===== src/hdl/srts_pkg.sv =====
// Shared types, sizes and codes for the sorted record table with statistics.
package srts_pkg;

  localparam int DEPTH = 16;
  localparam int IDXW  = $clog2(DEPTH);
  localparam int CNTW  = $clog2(DEPTH + 1);
  localparam int FLDW  = 16;
  localparam int TOTW  = FLDW + IDXW;
  localparam int DIVW  = TOTW + 8;
  localparam int DVSW  = CNTW + 1;
  localparam int ENTW  = 5;

  localparam logic OP_INSERT = 1'b0;
  localparam logic OP_DELETE = 1'b1;

  localparam logic [1:0] ST_DONE      = 2'd0;
  localparam logic [1:0] ST_NOT_FOUND = 2'd1;
  localparam logic [1:0] ST_FULL      = 2'd2;

  typedef struct packed {
    logic [FLDW-1:0] key;
    logic [FLDW-1:0] cnt;
    logic [FLDW-1:0] dur;
  } rec_t;

endpackage


===== src/hdl/srts_store.sv =====
// Record memory: one write port, one registered read port.
module srts_store
  import srts_pkg::*;
(
  input  logic            clk,
  input  logic            we,
  input  logic [IDXW-1:0] waddr,
  input  rec_t            wdata,
  input  logic [IDXW-1:0] raddr,
  output rec_t            rdata
);

  rec_t mem [DEPTH];

  always_ff @(posedge clk) begin
    if (we) begin
      mem[waddr] <= wdata;
    end
    rdata <= mem[raddr];
  end

endmodule


===== src/hdl/srts_div.sv =====
// Restoring divider, one quotient bit per cycle.
module srts_div
  import srts_pkg::*;
(
  input  logic            clk,
  input  logic            rst,
  input  logic            start,
  input  logic [DIVW-1:0] dividend,
  input  logic [DVSW-1:0] divisor,
  output logic            done,
  output logic [DIVW-1:0] quotient
);

  localparam int STPW = $clog2(DIVW);

  logic            busy;
  logic [STPW-1:0] step;
  logic [DVSW-1:0] rem;
  logic [DVSW-1:0] dsr;
  logic [DIVW-1:0] quo;
  logic [DVSW:0]   trial;
  logic            qbit;
  logic [DVSW-1:0] rem_next;

  always_comb begin
    trial = {rem, quo[DIVW-1]};
    qbit  = (trial >= {1'b0, dsr});
    if (qbit) begin
      rem_next = DVSW'(trial - {1'b0, dsr});
    end else begin
      rem_next = DVSW'(trial);
    end
  end

  always_ff @(posedge clk) begin
    if (rst) begin
      busy <= 1'b0;
      done <= 1'b0;
      step <= '0;
    end else begin
      if (start) begin
        busy <= 1'b1;
        done <= 1'b0;
        step <= '0;
      end else if (busy) begin
        step <= step + 1'b1;
        if (step == STPW'(DIVW - 1)) begin
          busy <= 1'b0;
          done <= 1'b1;
        end else begin
          done <= 1'b0;
        end
      end else begin
        done <= 1'b0;
      end
    end
  end

  // Datapath holds no reset.
  always_ff @(posedge clk) begin
    if (start) begin
      rem <= '0;
      quo <= dividend;
      dsr <= divisor;
    end else if (busy) begin
      rem <= rem_next;
      quo <= {quo[DIVW-2:0], qbit};
    end
  end

  assign quotient = quo;

endmodule


===== src/hdl/sorted_record_table_stats.sv =====
// Top level: sorted record table with insert, delete and running statistics.
// A transaction is taken when start is high and busy is low; busy then stays
// high until the result has been shown. Every transaction gives exactly one
// result, shown for a single cycle with done high; the receiver cannot stall
// it, so capture it on that cycle. The table lives in one record memory with
// one write port and a registered read port, and one shared serial divider
// produces both means. Work for one transaction, with n entries held after
// the operation and m entries moved: the moves (insert: m entries at or
// above the new key; delete: the scan up to the key plus the entries above
// it), then a minimum scan over the n entries, then the two divisions when n
// is not zero (DIVW = 28 at DEPTH 16). An operation that leaves the table
// empty skips the divisions. Statistics on an empty table read as zero
// with table_empty set. A rejected insert (table full) or delete (key
// missing) leaves the table unchanged and still reports statistics over it.
module sorted_record_table_stats
  import srts_pkg::*;
(
  input  logic            clk,
  input  logic            rst,
  input  logic            start,
  output logic            busy,
  input  logic            opcode,
  input  logic [FLDW-1:0] record_key,
  input  logic [FLDW-1:0] item_count,
  input  logic [FLDW-1:0] item_duration,
  output logic            done,
  output logic [1:0]      status,
  output logic [ENTW-1:0] entries,
  output logic            table_empty,
  output logic [23:0]     mean_duration_q8,
  output logic [15:0]     mean_count,
  output logic [15:0]     min_duration
);

  typedef enum logic [10:0] {
    S_IDLE    = 11'b000_0000_0001,
    S_INS_RD  = 11'b000_0000_0010,
    S_INS_CHK = 11'b000_0000_0100,
    S_DEL_RD  = 11'b000_0000_1000,
    S_DEL_CHK = 11'b000_0001_0000,
    S_SHD_RD  = 11'b000_0010_0000,
    S_SHD_WR  = 11'b000_0100_0000,
    S_MIN_RD  = 11'b000_1000_0000,
    S_MIN_CHK = 11'b001_0000_0000,
    S_DIV_D   = 11'b010_0000_0000,
    S_DIV_C   = 11'b100_0000_0000
  } state_t;

  state_t state, state_next;

  // Control registers
  logic [CNTW-1:0] fill;
  logic [TOTW-1:0] count_total;
  logic [TOTW-1:0] duration_total;

  // Working registers for the transaction in flight
  logic [CNTW-1:0] idx;
  rec_t            item;
  logic [1:0]      op_status;
  logic [FLDW-1:0] min_d;
  logic [23:0]     mean_d;

  // Memory and divider hookup
  logic            we;
  logic [IDXW-1:0] waddr;
  rec_t            wdata;
  logic [IDXW-1:0] raddr;
  rec_t            rdata;
  logic            div_start;
  logic [DIVW-1:0] div_dividend;
  logic [DVSW-1:0] div_divisor;
  logic            div_done;
  logic [DIVW-1:0] div_quo;

  logic            accept;
  logic            ins_shift;
  logic            stats_go;

  assign accept = start && !busy;
  assign busy   = (state != S_IDLE);

  // Entry at idx-1 moves up while its key is not smaller than the new key.
  assign ins_shift = (rdata.key >= item.key);

  // Leaving the minimum scan with records held: kick off the first division.
  assign stats_go = (state == S_MIN_RD) && (idx == fill) && (fill != '0);

  srts_store u_store (
    .clk   (clk),
    .we    (we),
    .waddr (waddr),
    .wdata (wdata),
    .raddr (raddr),
    .rdata (rdata)
  );

  srts_div u_div (
    .clk      (clk),
    .rst      (rst),
    .start    (div_start),
    .dividend (div_dividend),
    .divisor  (div_divisor),
    .done     (div_done),
    .quotient (div_quo)
  );

  // Read address per state; shift-down reads one above, insert one below.
  always_comb begin
    unique case (state)
      S_INS_RD: raddr = IDXW'(idx - 1'b1);
      S_SHD_RD: raddr = IDXW'(idx + 1'b1);
      default:  raddr = idx[IDXW-1:0];
    endcase
  end

  // Write port: shifted entry or the new record.
  always_comb begin
    we    = 1'b0;
    waddr = idx[IDXW-1:0];
    wdata = item;
    unique case (state)
      S_INS_RD: begin
        we = (idx == '0);
      end
      S_INS_CHK: begin
        we = 1'b1;
        if (ins_shift) begin
          wdata = rdata;
        end
      end
      S_SHD_WR: begin
        we    = 1'b1;
        wdata = rdata;
      end
      default: begin
        we = 1'b0;
      end
    endcase
  end

  // Divider operands: duration mean first, then rounded count mean.
  always_comb begin
    div_start    = stats_go || ((state == S_DIV_D) && div_done);
    if (state == S_MIN_RD) begin
      div_dividend = {duration_total, 8'b0};
      div_divisor  = {1'b0, fill};
    end else begin
      div_dividend = DIVW'({count_total, 1'b0} + (TOTW + 1)'(fill));
      div_divisor  = {fill, 1'b0};
    end
  end

  // Sequencer next state
  always_comb begin
    state_next = state;
    unique case (state)
      S_IDLE: begin
        if (accept) begin
          if (opcode == OP_DELETE) begin
            state_next = S_DEL_RD;
          end else if (fill == CNTW'(DEPTH)) begin
            state_next = S_MIN_RD;
          end else begin
            state_next = S_INS_RD;
          end
        end
      end
      S_INS_RD: begin
        state_next = (idx == '0) ? S_MIN_RD : S_INS_CHK;
      end
      S_INS_CHK: begin
        state_next = ins_shift ? S_INS_RD : S_MIN_RD;
      end
      S_DEL_RD: begin
        state_next = (idx == fill) ? S_MIN_RD : S_DEL_CHK;
      end
      S_DEL_CHK: begin
        if (rdata.key < item.key) begin
          state_next = S_DEL_RD;
        end else if (rdata.key == item.key) begin
          state_next = S_SHD_RD;
        end else begin
          state_next = S_MIN_RD;
        end
      end
      S_SHD_RD: begin
        state_next = ((idx + 1'b1) >= fill) ? S_MIN_RD : S_SHD_WR;
      end
      S_SHD_WR: begin
        state_next = S_SHD_RD;
      end
      S_MIN_RD: begin
        if (idx != fill) begin
          state_next = S_MIN_CHK;
        end else if (fill != '0) begin
          state_next = S_DIV_D;
        end else begin
          state_next = S_IDLE;
        end
      end
      S_MIN_CHK: begin
        state_next = S_MIN_RD;
      end
      S_DIV_D: begin
        if (div_done) begin
          state_next = S_DIV_C;
        end
      end
      S_DIV_C: begin
        if (div_done) begin
          state_next = S_IDLE;
        end
      end
      default: begin
        state_next = S_IDLE;
      end
    endcase
  end

  // Control state: sequencer, fill level, running totals, result strobe.
  always_ff @(posedge clk) begin
    if (rst) begin
      state          <= S_IDLE;
      fill           <= '0;
      count_total    <= '0;
      duration_total <= '0;
      done           <= 1'b0;
    end else begin
      state <= state_next;
      // Strobe on an empty-table finish or when the count mean lands.
      done  <= ((state == S_MIN_RD) && (idx == fill) && (fill == '0)) ||
               ((state == S_DIV_C) && div_done);
      unique case (state)
        S_INS_RD: begin
          if (idx == '0) begin
            fill           <= fill + 1'b1;
            count_total    <= count_total + TOTW'(item.cnt);
            duration_total <= duration_total + TOTW'(item.dur);
          end
        end
        S_INS_CHK: begin
          if (!ins_shift) begin
            fill           <= fill + 1'b1;
            count_total    <= count_total + TOTW'(item.cnt);
            duration_total <= duration_total + TOTW'(item.dur);
          end
        end
        S_DEL_CHK: begin
          // Drop the matched record's share of the totals.
          if (rdata.key == item.key) begin
            count_total    <= count_total - TOTW'(rdata.cnt);
            duration_total <= duration_total - TOTW'(rdata.dur);
          end
        end
        S_SHD_RD: begin
          if ((idx + 1'b1) >= fill) begin
            fill <= fill - 1'b1;
          end
        end
        default: begin
        end
      endcase
    end
  end

  // Working registers and result fields
  always_ff @(posedge clk) begin
    unique case (state)
      S_IDLE: begin
        if (accept) begin
          item.key  <= record_key;
          item.cnt  <= item_count;
          item.dur  <= item_duration;
          if (opcode == OP_DELETE) begin
            op_status <= ST_DONE;
            idx       <= '0;
          end else if (fill == CNTW'(DEPTH)) begin
            op_status <= ST_FULL;
            idx       <= '0;
          end else begin
            op_status <= ST_DONE;
            idx       <= fill;
          end
        end
      end
      S_INS_RD: begin
        if (idx == '0) begin
          idx <= '0;
        end
      end
      S_INS_CHK: begin
        // Advance down while shifting, then restart at the bottom for the scan.
        idx <= ins_shift ? idx - 1'b1 : '0;
      end
      S_DEL_RD: begin
        if (idx == fill) begin
          op_status <= ST_NOT_FOUND;
          idx       <= '0;
        end
      end
      S_DEL_CHK: begin
        if (rdata.key < item.key) begin
          idx <= idx + 1'b1;
        end else if (rdata.key != item.key) begin
          op_status <= ST_NOT_FOUND;
          idx       <= '0;
        end
      end
      S_SHD_RD: begin
        if ((idx + 1'b1) >= fill) begin
          idx <= '0;
        end
      end
      S_SHD_WR: begin
        idx <= idx + 1'b1;
      end
      S_MIN_RD: begin
        if ((idx == fill) && (fill == '0)) begin
          status           <= op_status;
          entries          <= ENTW'(fill);
          table_empty      <= 1'b1;
          mean_duration_q8 <= '0;
          mean_count       <= '0;
          min_duration     <= '0;
        end
      end
      S_MIN_CHK: begin
        if ((idx == '0) || (rdata.dur < min_d)) begin
          min_d <= rdata.dur;
        end
        idx <= idx + 1'b1;
      end
      S_DIV_D: begin
        if (div_done) begin
          mean_d <= div_quo[23:0];
        end
      end
      S_DIV_C: begin
        if (div_done) begin
          status           <= op_status;
          entries          <= ENTW'(fill);
          table_empty      <= 1'b0;
          mean_duration_q8 <= mean_d;
          mean_count       <= div_quo[15:0];
          min_duration     <= min_d;
        end
      end
      default: begin
      end
    endcase
  end

  // Checks

  a_fill_bound: assert property (@(posedge clk) disable iff (rst)
    fill <= CNTW'(DEPTH))
    else $error("fill level beyond table depth");

  a_empty_totals: assert property (@(posedge clk) disable iff (rst)
    (fill == '0) |-> ((count_total == '0) && (duration_total == '0)))
    else $error("running totals nonzero on empty table");

  a_full_status: assert property (@(posedge clk) disable iff (rst)
    (done && (status == ST_FULL)) |-> (fill == CNTW'(DEPTH)))
    else $error("table-full status with room left");

  a_empty_flag: assert property (@(posedge clk) disable iff (rst)
    done |-> (table_empty == (fill == '0)))
    else $error("table_empty disagrees with fill level");

  a_one_result: assert property (@(posedge clk) disable iff (rst)
    done |-> (state == S_IDLE) && !$past(done))
    else $error("result strobe outside end of transaction");

  a_div_idle_start: assert property (@(posedge clk) disable iff (rst)
    div_start |-> ((state == S_MIN_RD) || (state == S_DIV_D)))
    else $error("divider started outside statistics phase");

endmodule

===== config.mk =====
export PLATFORM = sky130hd
export DESIGN_NAME = sorted_record_table_stats
export DESIGN_NICKNAME = d
export VERILOG_FILES = /design/src/hdl/srts_pkg.sv /design/src/hdl/srts_store.sv /design/src/hdl/srts_div.sv /design/src/hdl/sorted_record_table_stats.sv
export SDC_FILE = /design/constraint.sdc
export NUM_CORES = 2
export LEC_CHECK = 0
export BUFFER_PORTS_ARGS = -buffer_cell sky130_fd_sc_hd__buf_2
export CAP_MARGIN = 20
export CORE_MARGIN = 3
export CORE_UTILIZATION = 56
export CTS_CLUSTER_SIZE = 14
export DETAILED_ROUTE_END_ITERATION = 7
export PLACE_DENSITY_LB_ADDON = 0.08
export SYNTH_ARGS = -nofsm -noshare
export SYNTH_HDL_FRONTEND = slang
export SYNTH_SLANG_ARGS = --single-unit

===== constraint.sdc =====
create_clock -name clk -period 5.7 [get_ports clk]
set_input_delay 0.285 -clock clk [delete_from_list [all_inputs] [get_ports clk]]
set_output_delay 0.285 -clock clk [all_outputs]
set_load 0.005 [all_outputs]

---- Word-level counts from Yosys, hierarchy flattened ----
Memories as Yosys holds them, arrays and structs flattened. A register that Yosys moved wholly into a read port is not among the register bits.
Index checks and enable logic that the tools add are counted.
storage, ports and cells
  output and inout port bits .............. 66
  bits in writable memories ............... 768
  input port bits ......................... 52
  word-level logic and storage cells ...... 182
  memories ................................ 1
  flip-flop bits (word level) ............. 263
operators by class
  equality and inequality tests ........... 30
  add/sub/neg operators ................... 11
  multiplexer cells ....................... 75
  bitwise logic cells ..................... 1
  reductions and logical operators ........ 33
  magnitude comparators ................... 5
memory list
  name         depth  width  read ports  clocked after memory_dff  wr ports  RTL line          text
  u_store.mem  16     48     1           1                         1         srts_store.sv:13  rec_t mem [DEPTH];
operator list
  cell                number
  $pmux 11 s11        1
  $mux 20             6
  $pmux 20 s3         2
  $pmux 48 s2         1
  $mux 28             3
  $mux 5              15
  $mux 8              8
  $pmux 16 s2         2
  $mux 16             3
  $mux 24             2
  $mux 48             1
  $pmux 24 s2         1
  $add 20x16->20      2
  $sub 20x16->20      2
  $pmux 5 s7          1
  $mux 11             3
  $lt 16x16->1        2
  $add 21x5->22       1
  $mux 10             2
  $eq 16x16->1        1
  $ge 16x16->1        1
  $mux 2              8
  $ne 16x16->1        1
  $ne 2x2->1 const B  8
  46 further kinds    78

---- Longest topological paths before layout ----
  word-level depth ........................ 5
  depth in mapped cells ................... 18
  gate-level depth less buffers ........... 18

---- Cells and area by module ----
From an unflattened synthesis, not the netlist that was laid out.
unflattened totals
  cell total of the unflattened synthesis .. 2737
  area, all modules ....................... 44781.7 um^2
by module, submodules not included
  module                     instances  cells an instance  area an instance (um^2)
  srts_store                 1          1242               29694.7
  sorted_record_table_stats  1          1332               12874.8
  srts_div                   1          163                2212.1

---- Worst setup path before layout ----
OpenSTA, ideal clock, no wires.
  path kind ............................... reg2reg
  start ................................... register state[1]
  end ..................................... memory u_store.mem[3][0] (netlist name), enable pin
  cell stages (with the launch flop) ...... 10
  period minus slack after synthesis ...... 5.859 ns
  slack ................................... -0.159 ns
  setup time .............................. 0.513 ns
  arrival time ............................ 5.346 ns
  path buffers ............................ 2
  data required time ...................... 5.187 ns
  path through ............................ dfxtp_1 clkbuf_1 or4_4 nor4b_4 and3b_1 nand2b_1 buf_2 a21o_1 nand2_1 nor3_1
on the way
  word-level cells in the longest chain between the ends .. 5
  elaborated cells between the ends (all ways) .. 7
ends and longest elaborated chain
  item                                        RTL line                          text
  start, declared                             sorted_record_table_stats.sv:49   state_t state, state_next;
  start signal, assigned                      sorted_record_table_stats.sv:229  state <= state_next;
  $eq 11x7->1 or $eq 11x3->1 (tied branches)  sorted_record_table_stats.sv:121  unique case (state)
  $reduce_or 2->1 (no source line)            -
  $pmux 1 s2 *                                sorted_record_table_stats.sv:121
  $mux 1 *                                    srts_store.sv:16                  if (we) begin
  $mux 1 (not written as such) *              srts_store.sv:17                  mem[waddr] <= wdata;
  end, declared                               srts_store.sv:13
Every way passes the cells marked *; elsewhere a longest branch is shown, timed or not.

---- Worst setup path in the final report ----
  start ................................... register state[5]
  end ..................................... register duration_total[16]
on the way
  word-level cells in the longest chain between the ends .. 3
  elaborated cells between the ends (all ways) .. 9
ends and longest elaborated chain
  item                                                              RTL line                          text
  $eq 11x5->1 (tied with other cells)                               sorted_record_table_stats.sv:233  unique case (state)
  $ne 2x2->1 (no source line) or $reduce_bool 3->1 (tied branches)  -
  $reduce_and 4->1 (no source line)                                 -
  end signal, assigned                                              sorted_record_table_stats.sv:238  duration_total <= duration_total + TOTW'(item.dur);
  end signal, assigned                                              sorted_record_table_stats.sv:245  duration_total <= duration_total + TOTW'(item.dur);
  end signal, assigned                                              sorted_record_table_stats.sv:252  duration_total <= duration_total - TOTW'(rdata.dur);
  end, declared                                                     sorted_record_table_stats.sv:54   logic [TOTW-1:0] duration_total;
Parallel ways exist; a longest one is shown, timed or not.
A chain may end at the register's enable or synchronous reset.

==> impl_metrics.py <==
metrics = {
    "worst_setup_path": {
        "rr_endpoint": "duration_total[16]",
        "cp-end-kind": "register",
        "path_class": "reg2reg",
        "cp-start-kind": "register",
        "worstPathRequired_ns": 6.30,
        "r2r_cells": 18,
        "worstPathArrival_ns": 5.22,
        "r2r_start": "state[5]",
        "crit_fanout": 38,
        "rrSetupSlack_ns": 1.08,
    },
    "routing": {
        "viasPerCell": 5.94,
        "wl_met2_microns": 55100,
        "top_layer": "met4",
        "dr_wl_met3_microns": 8250,
        "wl_per_cell_microns": 23.4,
        "drt-met1-wl_microns": 47300,
        "drt_iter0_drc": 2624,
        "ant_nets": 0,
        "routed_wl_microns": 113000,
        "num_vias": 28800,
        "drc": 0,
        "drtPass1Iterations": 6,
    },
    "timing": {
        "rsz0062_at_grt": "no",
        "hold_viol_final": 0,
        "fin_skew_ns": 0.0262,
        "tightest_slew_ns": 1.12,
        "final-setup-viol-count": 0,
        "setup_tns_ns": 0,
        "maxSlewViolCount": 0,
        "finalCriticalPeriod_ns": 4.62,
        "slew_headroom_pct": 25.4,
        "fmax_mhz": 216,
        "period_share_pct": 81.0,
    },
    "yosys": {
        "syn_area_sq_mm": 0.0459,
        "synth_edf_count": 961,
        "ys_async_sr_fraction_pct": 0,
        "ys_ff_latch": 1079,
        "yosysUniqueCellTypes": 79,
        "yosysSeqAreaShare_pct": 68.0,
        "synth_cells": 3512,
        "synth_nets": 3663,
        "postSynthAreaPerCell_sq_um": 13.1,
        "synth_top_flop_cell": "edfxtp_1",
        "yosysWarnings": 0,
    },
    "cts": {
        "cts-resized-gates": 0,
        "cts_setup_buffers": 0,
        "clockBufferDepth": 3,
        "clockRootBuffer": "clkbuf_16",
        "clock_sinks": 1079,
        "cts_tree": "yes",
        "cts_buffers": 105,
        "cts_htree_levels": 3,
        "hold_buffers": 49,
        "clkTransAtPathRegs_ns": 0.07,
        "clkLatencyLatePin_ns": 0.68,
    },
    "pwr": {
        "p_per_area_mw_per_mm2": 435,
        "worst_ir_drop_vdd_uv": 389,
        "p_int_mw": 15.3,
        "sw_frac_of_total_pct": 32.3,
        "power.leakage_nw": 18.5,
        "clockPowerShare_pct": 30.6,
        "total_power_mw": 22.6,
        "pwr-share-comb_pct": 26.2,
        "p_seq_share_pct": 43.2,
        "power.switching_mw": 7.30,
    },
    "hold_path": {
        "holdCritStartpoint": "start",
        "hold_path.class": "in2reg",
        "worstHoldEndpoint": "state[3]",
        "holdPathStages": 5,
    },
    "finish": {
        "final_nets": 3841,
        "stdcell_count": 4843,
        "syn2layout_area_growth_pct": 13.2,
        "n_fill_cell": 5961,
        "drive_gt1_share_pct": 11.7,
    },
    "floorplan": {
        "dieArea_sq_mm": 0.0854,
        "rows": 104,
        "coreArea_sq_mm": 0.0808,
        "die_x_microns": 292,
        "start_util_pct": 56.8,
        "die_h_microns": 292,
        "ioPinCount": 118,
    },
    "place": {
        "place_congestion": 0.943,
        "io_buffers": 117,
        "dp_cells": 4593,
        "dp_hpwl_microns": 66900,
    },
    "job": {
        "cap_violations": 0,
    },
    "grt": {
        "grt_max_degree": 114,
        "grt_pass1_wl_microns": 171000,
        "grt_pass1_vias": 28000,
        "grt_antenna_before_repair": 3,
        "grt_usage_pct": 26.4,
        "grt_remaining_overflow": 0,
    },
    "run_status": {
        "status": "complete, no violations",
    },
}
==> Yosys cell counts, types with 49 or more instances <==
cell type / instances / area (sq um)
o21ai_0: 109 / 546
and2_1: 50 / 313
o21ai_1: 49 / 245
nand3_1: 175 / 876
inv_1: 72 / 270
dfxtp_1: 118 / 2360
clkbuf_1: 94 / 353
a21oi_1: 95 / 475
nand2_1: 598 / 2240
ha_1: 94 / 1180
nor2_1: 256 / 961
xnor2_1: 53 / 464
mux2i_1: 252 / 2520
o2111ai_1: 50 / 438
a32oi_1: 50 / 438
edfxtp_1: 961 / 28900
==> metrics by stage <==
step	hold slack (ns)	cell area (sq um)	setup WS, ns	util (%)
finish	0.249	52000	1.08	64.3
global route	0.265	51900	0.761	64.3
CTS	0.181	51900	1.05	64.3
detailed placement	0.446	48000	1.05	59.4
global placement	0.440	48000	1.07	59.4
floorplan	0.384	45900	0.983	-
==> worst max-delay path, cell delays in order (launching register included) <==
cell and delay (ns):
dfxtp_1 0.33, or4_4 0.55, or2_4 0.28, nor4_4 0.24
nand2_2 0.16, buf_4 0.27, mux2_2 0.26, ha_1 0.16
inv_1 0.06, fa_1 0.41, a21oi_1 0.20, nor2_1 0.09
nor3_1 0.29, o32ai_1 0.18, or4_1 0.48, a41oi_1 0.27
xnor2_1 0.14, nand2_1 0.06, a21oi_1 0.13
==> flip-flops by register name (all words and copies together) (netlist names), 2 cells and up <==
name and flops:
u_store.mem 768, item 48, u_store.rdata 48, u_div.quotient 28
mean_d 24, mean_duration_q8 24, count_total 20, duration_total 20
mean_count 16, min_d 16, min_duration 16, state 11
u_div.dsr 6, u_div.rem 6, entries 5, fill 5
idx 5, u_div.step 5, op_status 2, status 2
==> kinds of logic (layout without fill, tap and decap cells) <==
kind of cell               after synthesis  count (layout)  synth area share (%)
muxes                                  287             287                  6.36
DFF                                   1079            1079                  68.0
xor gates and xnor gates                96              96                  1.85
buffers and inverters                  243             511                  2.41
and+or+nand+nor                       1246            1246                  12.0
adders and majority gates               99              99                  2.78
AOI/OAI and AO/OA                      462             462                  6.55
other                                    0               3                     0
==> metal layers <==
layer	vias to the layer above	GRT usage, %
met3	194	4.06
met2	1098	44.1
li1	13300	-
met4	0	8.04
met1	14200	36.2
met5	-	0
==> how the worst max path moves through the flow <==
stage                  start                  to  slack (ns)  depth (start not counted)
finish              state[5]  duration_total[16]        1.08                         18
global route        state[5]  duration_total[16]        0.76                         18
CTS                 state[5]  duration_total[16]        1.05                         18
detailed placement  state[5]  duration_total[16]        1.05                         18
global placement    state[5]  duration_total[16]        1.07                         18
floorplan           state[1]  u_store.mem[12][0]        0.98                          9
==> area by class of cell <==
type	count	area (sq um)	share of cell area, %
Tap cell	1060	1330	2.55
Timing Repair Buffer	241	1880	3.62
Antenna cell	3	7.51	0.0144
Clock inverter	63	652	1.25
Sequential cell	1079	31200	60.1
Clock buffer	134	2810	5.40
Inverter	73	274	0.527
Multi-Input combinational cell	2190	13800	26.5
==> power by group through the flow <==
stage	clock, mW	sequential [mW]	combinational [mW]
after CTS	7.03	9.74	5.89
after floorplan	0	9.59	4.29
final	6.92	9.75	5.92
after global routing	7.37	9.78	6.48
after detailed placement	0	9.91	5.84
after global placement	0	9.90	5.70
==> cell usage in the layout (no fill, tap or decap), types with 52 or more instances in the layout <==
cell type  count
edfxtp_1     961
inv_1         72
a21oi_1       95
o21ai_0      108
xnor2_1       52
buf_4         55
nor2_1       243
mux2i_1      252
buf_2        117
nand2_1      596
clkbuf_16    105
nand3_1      175
ha_1          94
dfxtp_1      118
No activity file was read; power rests on OpenSTA's default activity.
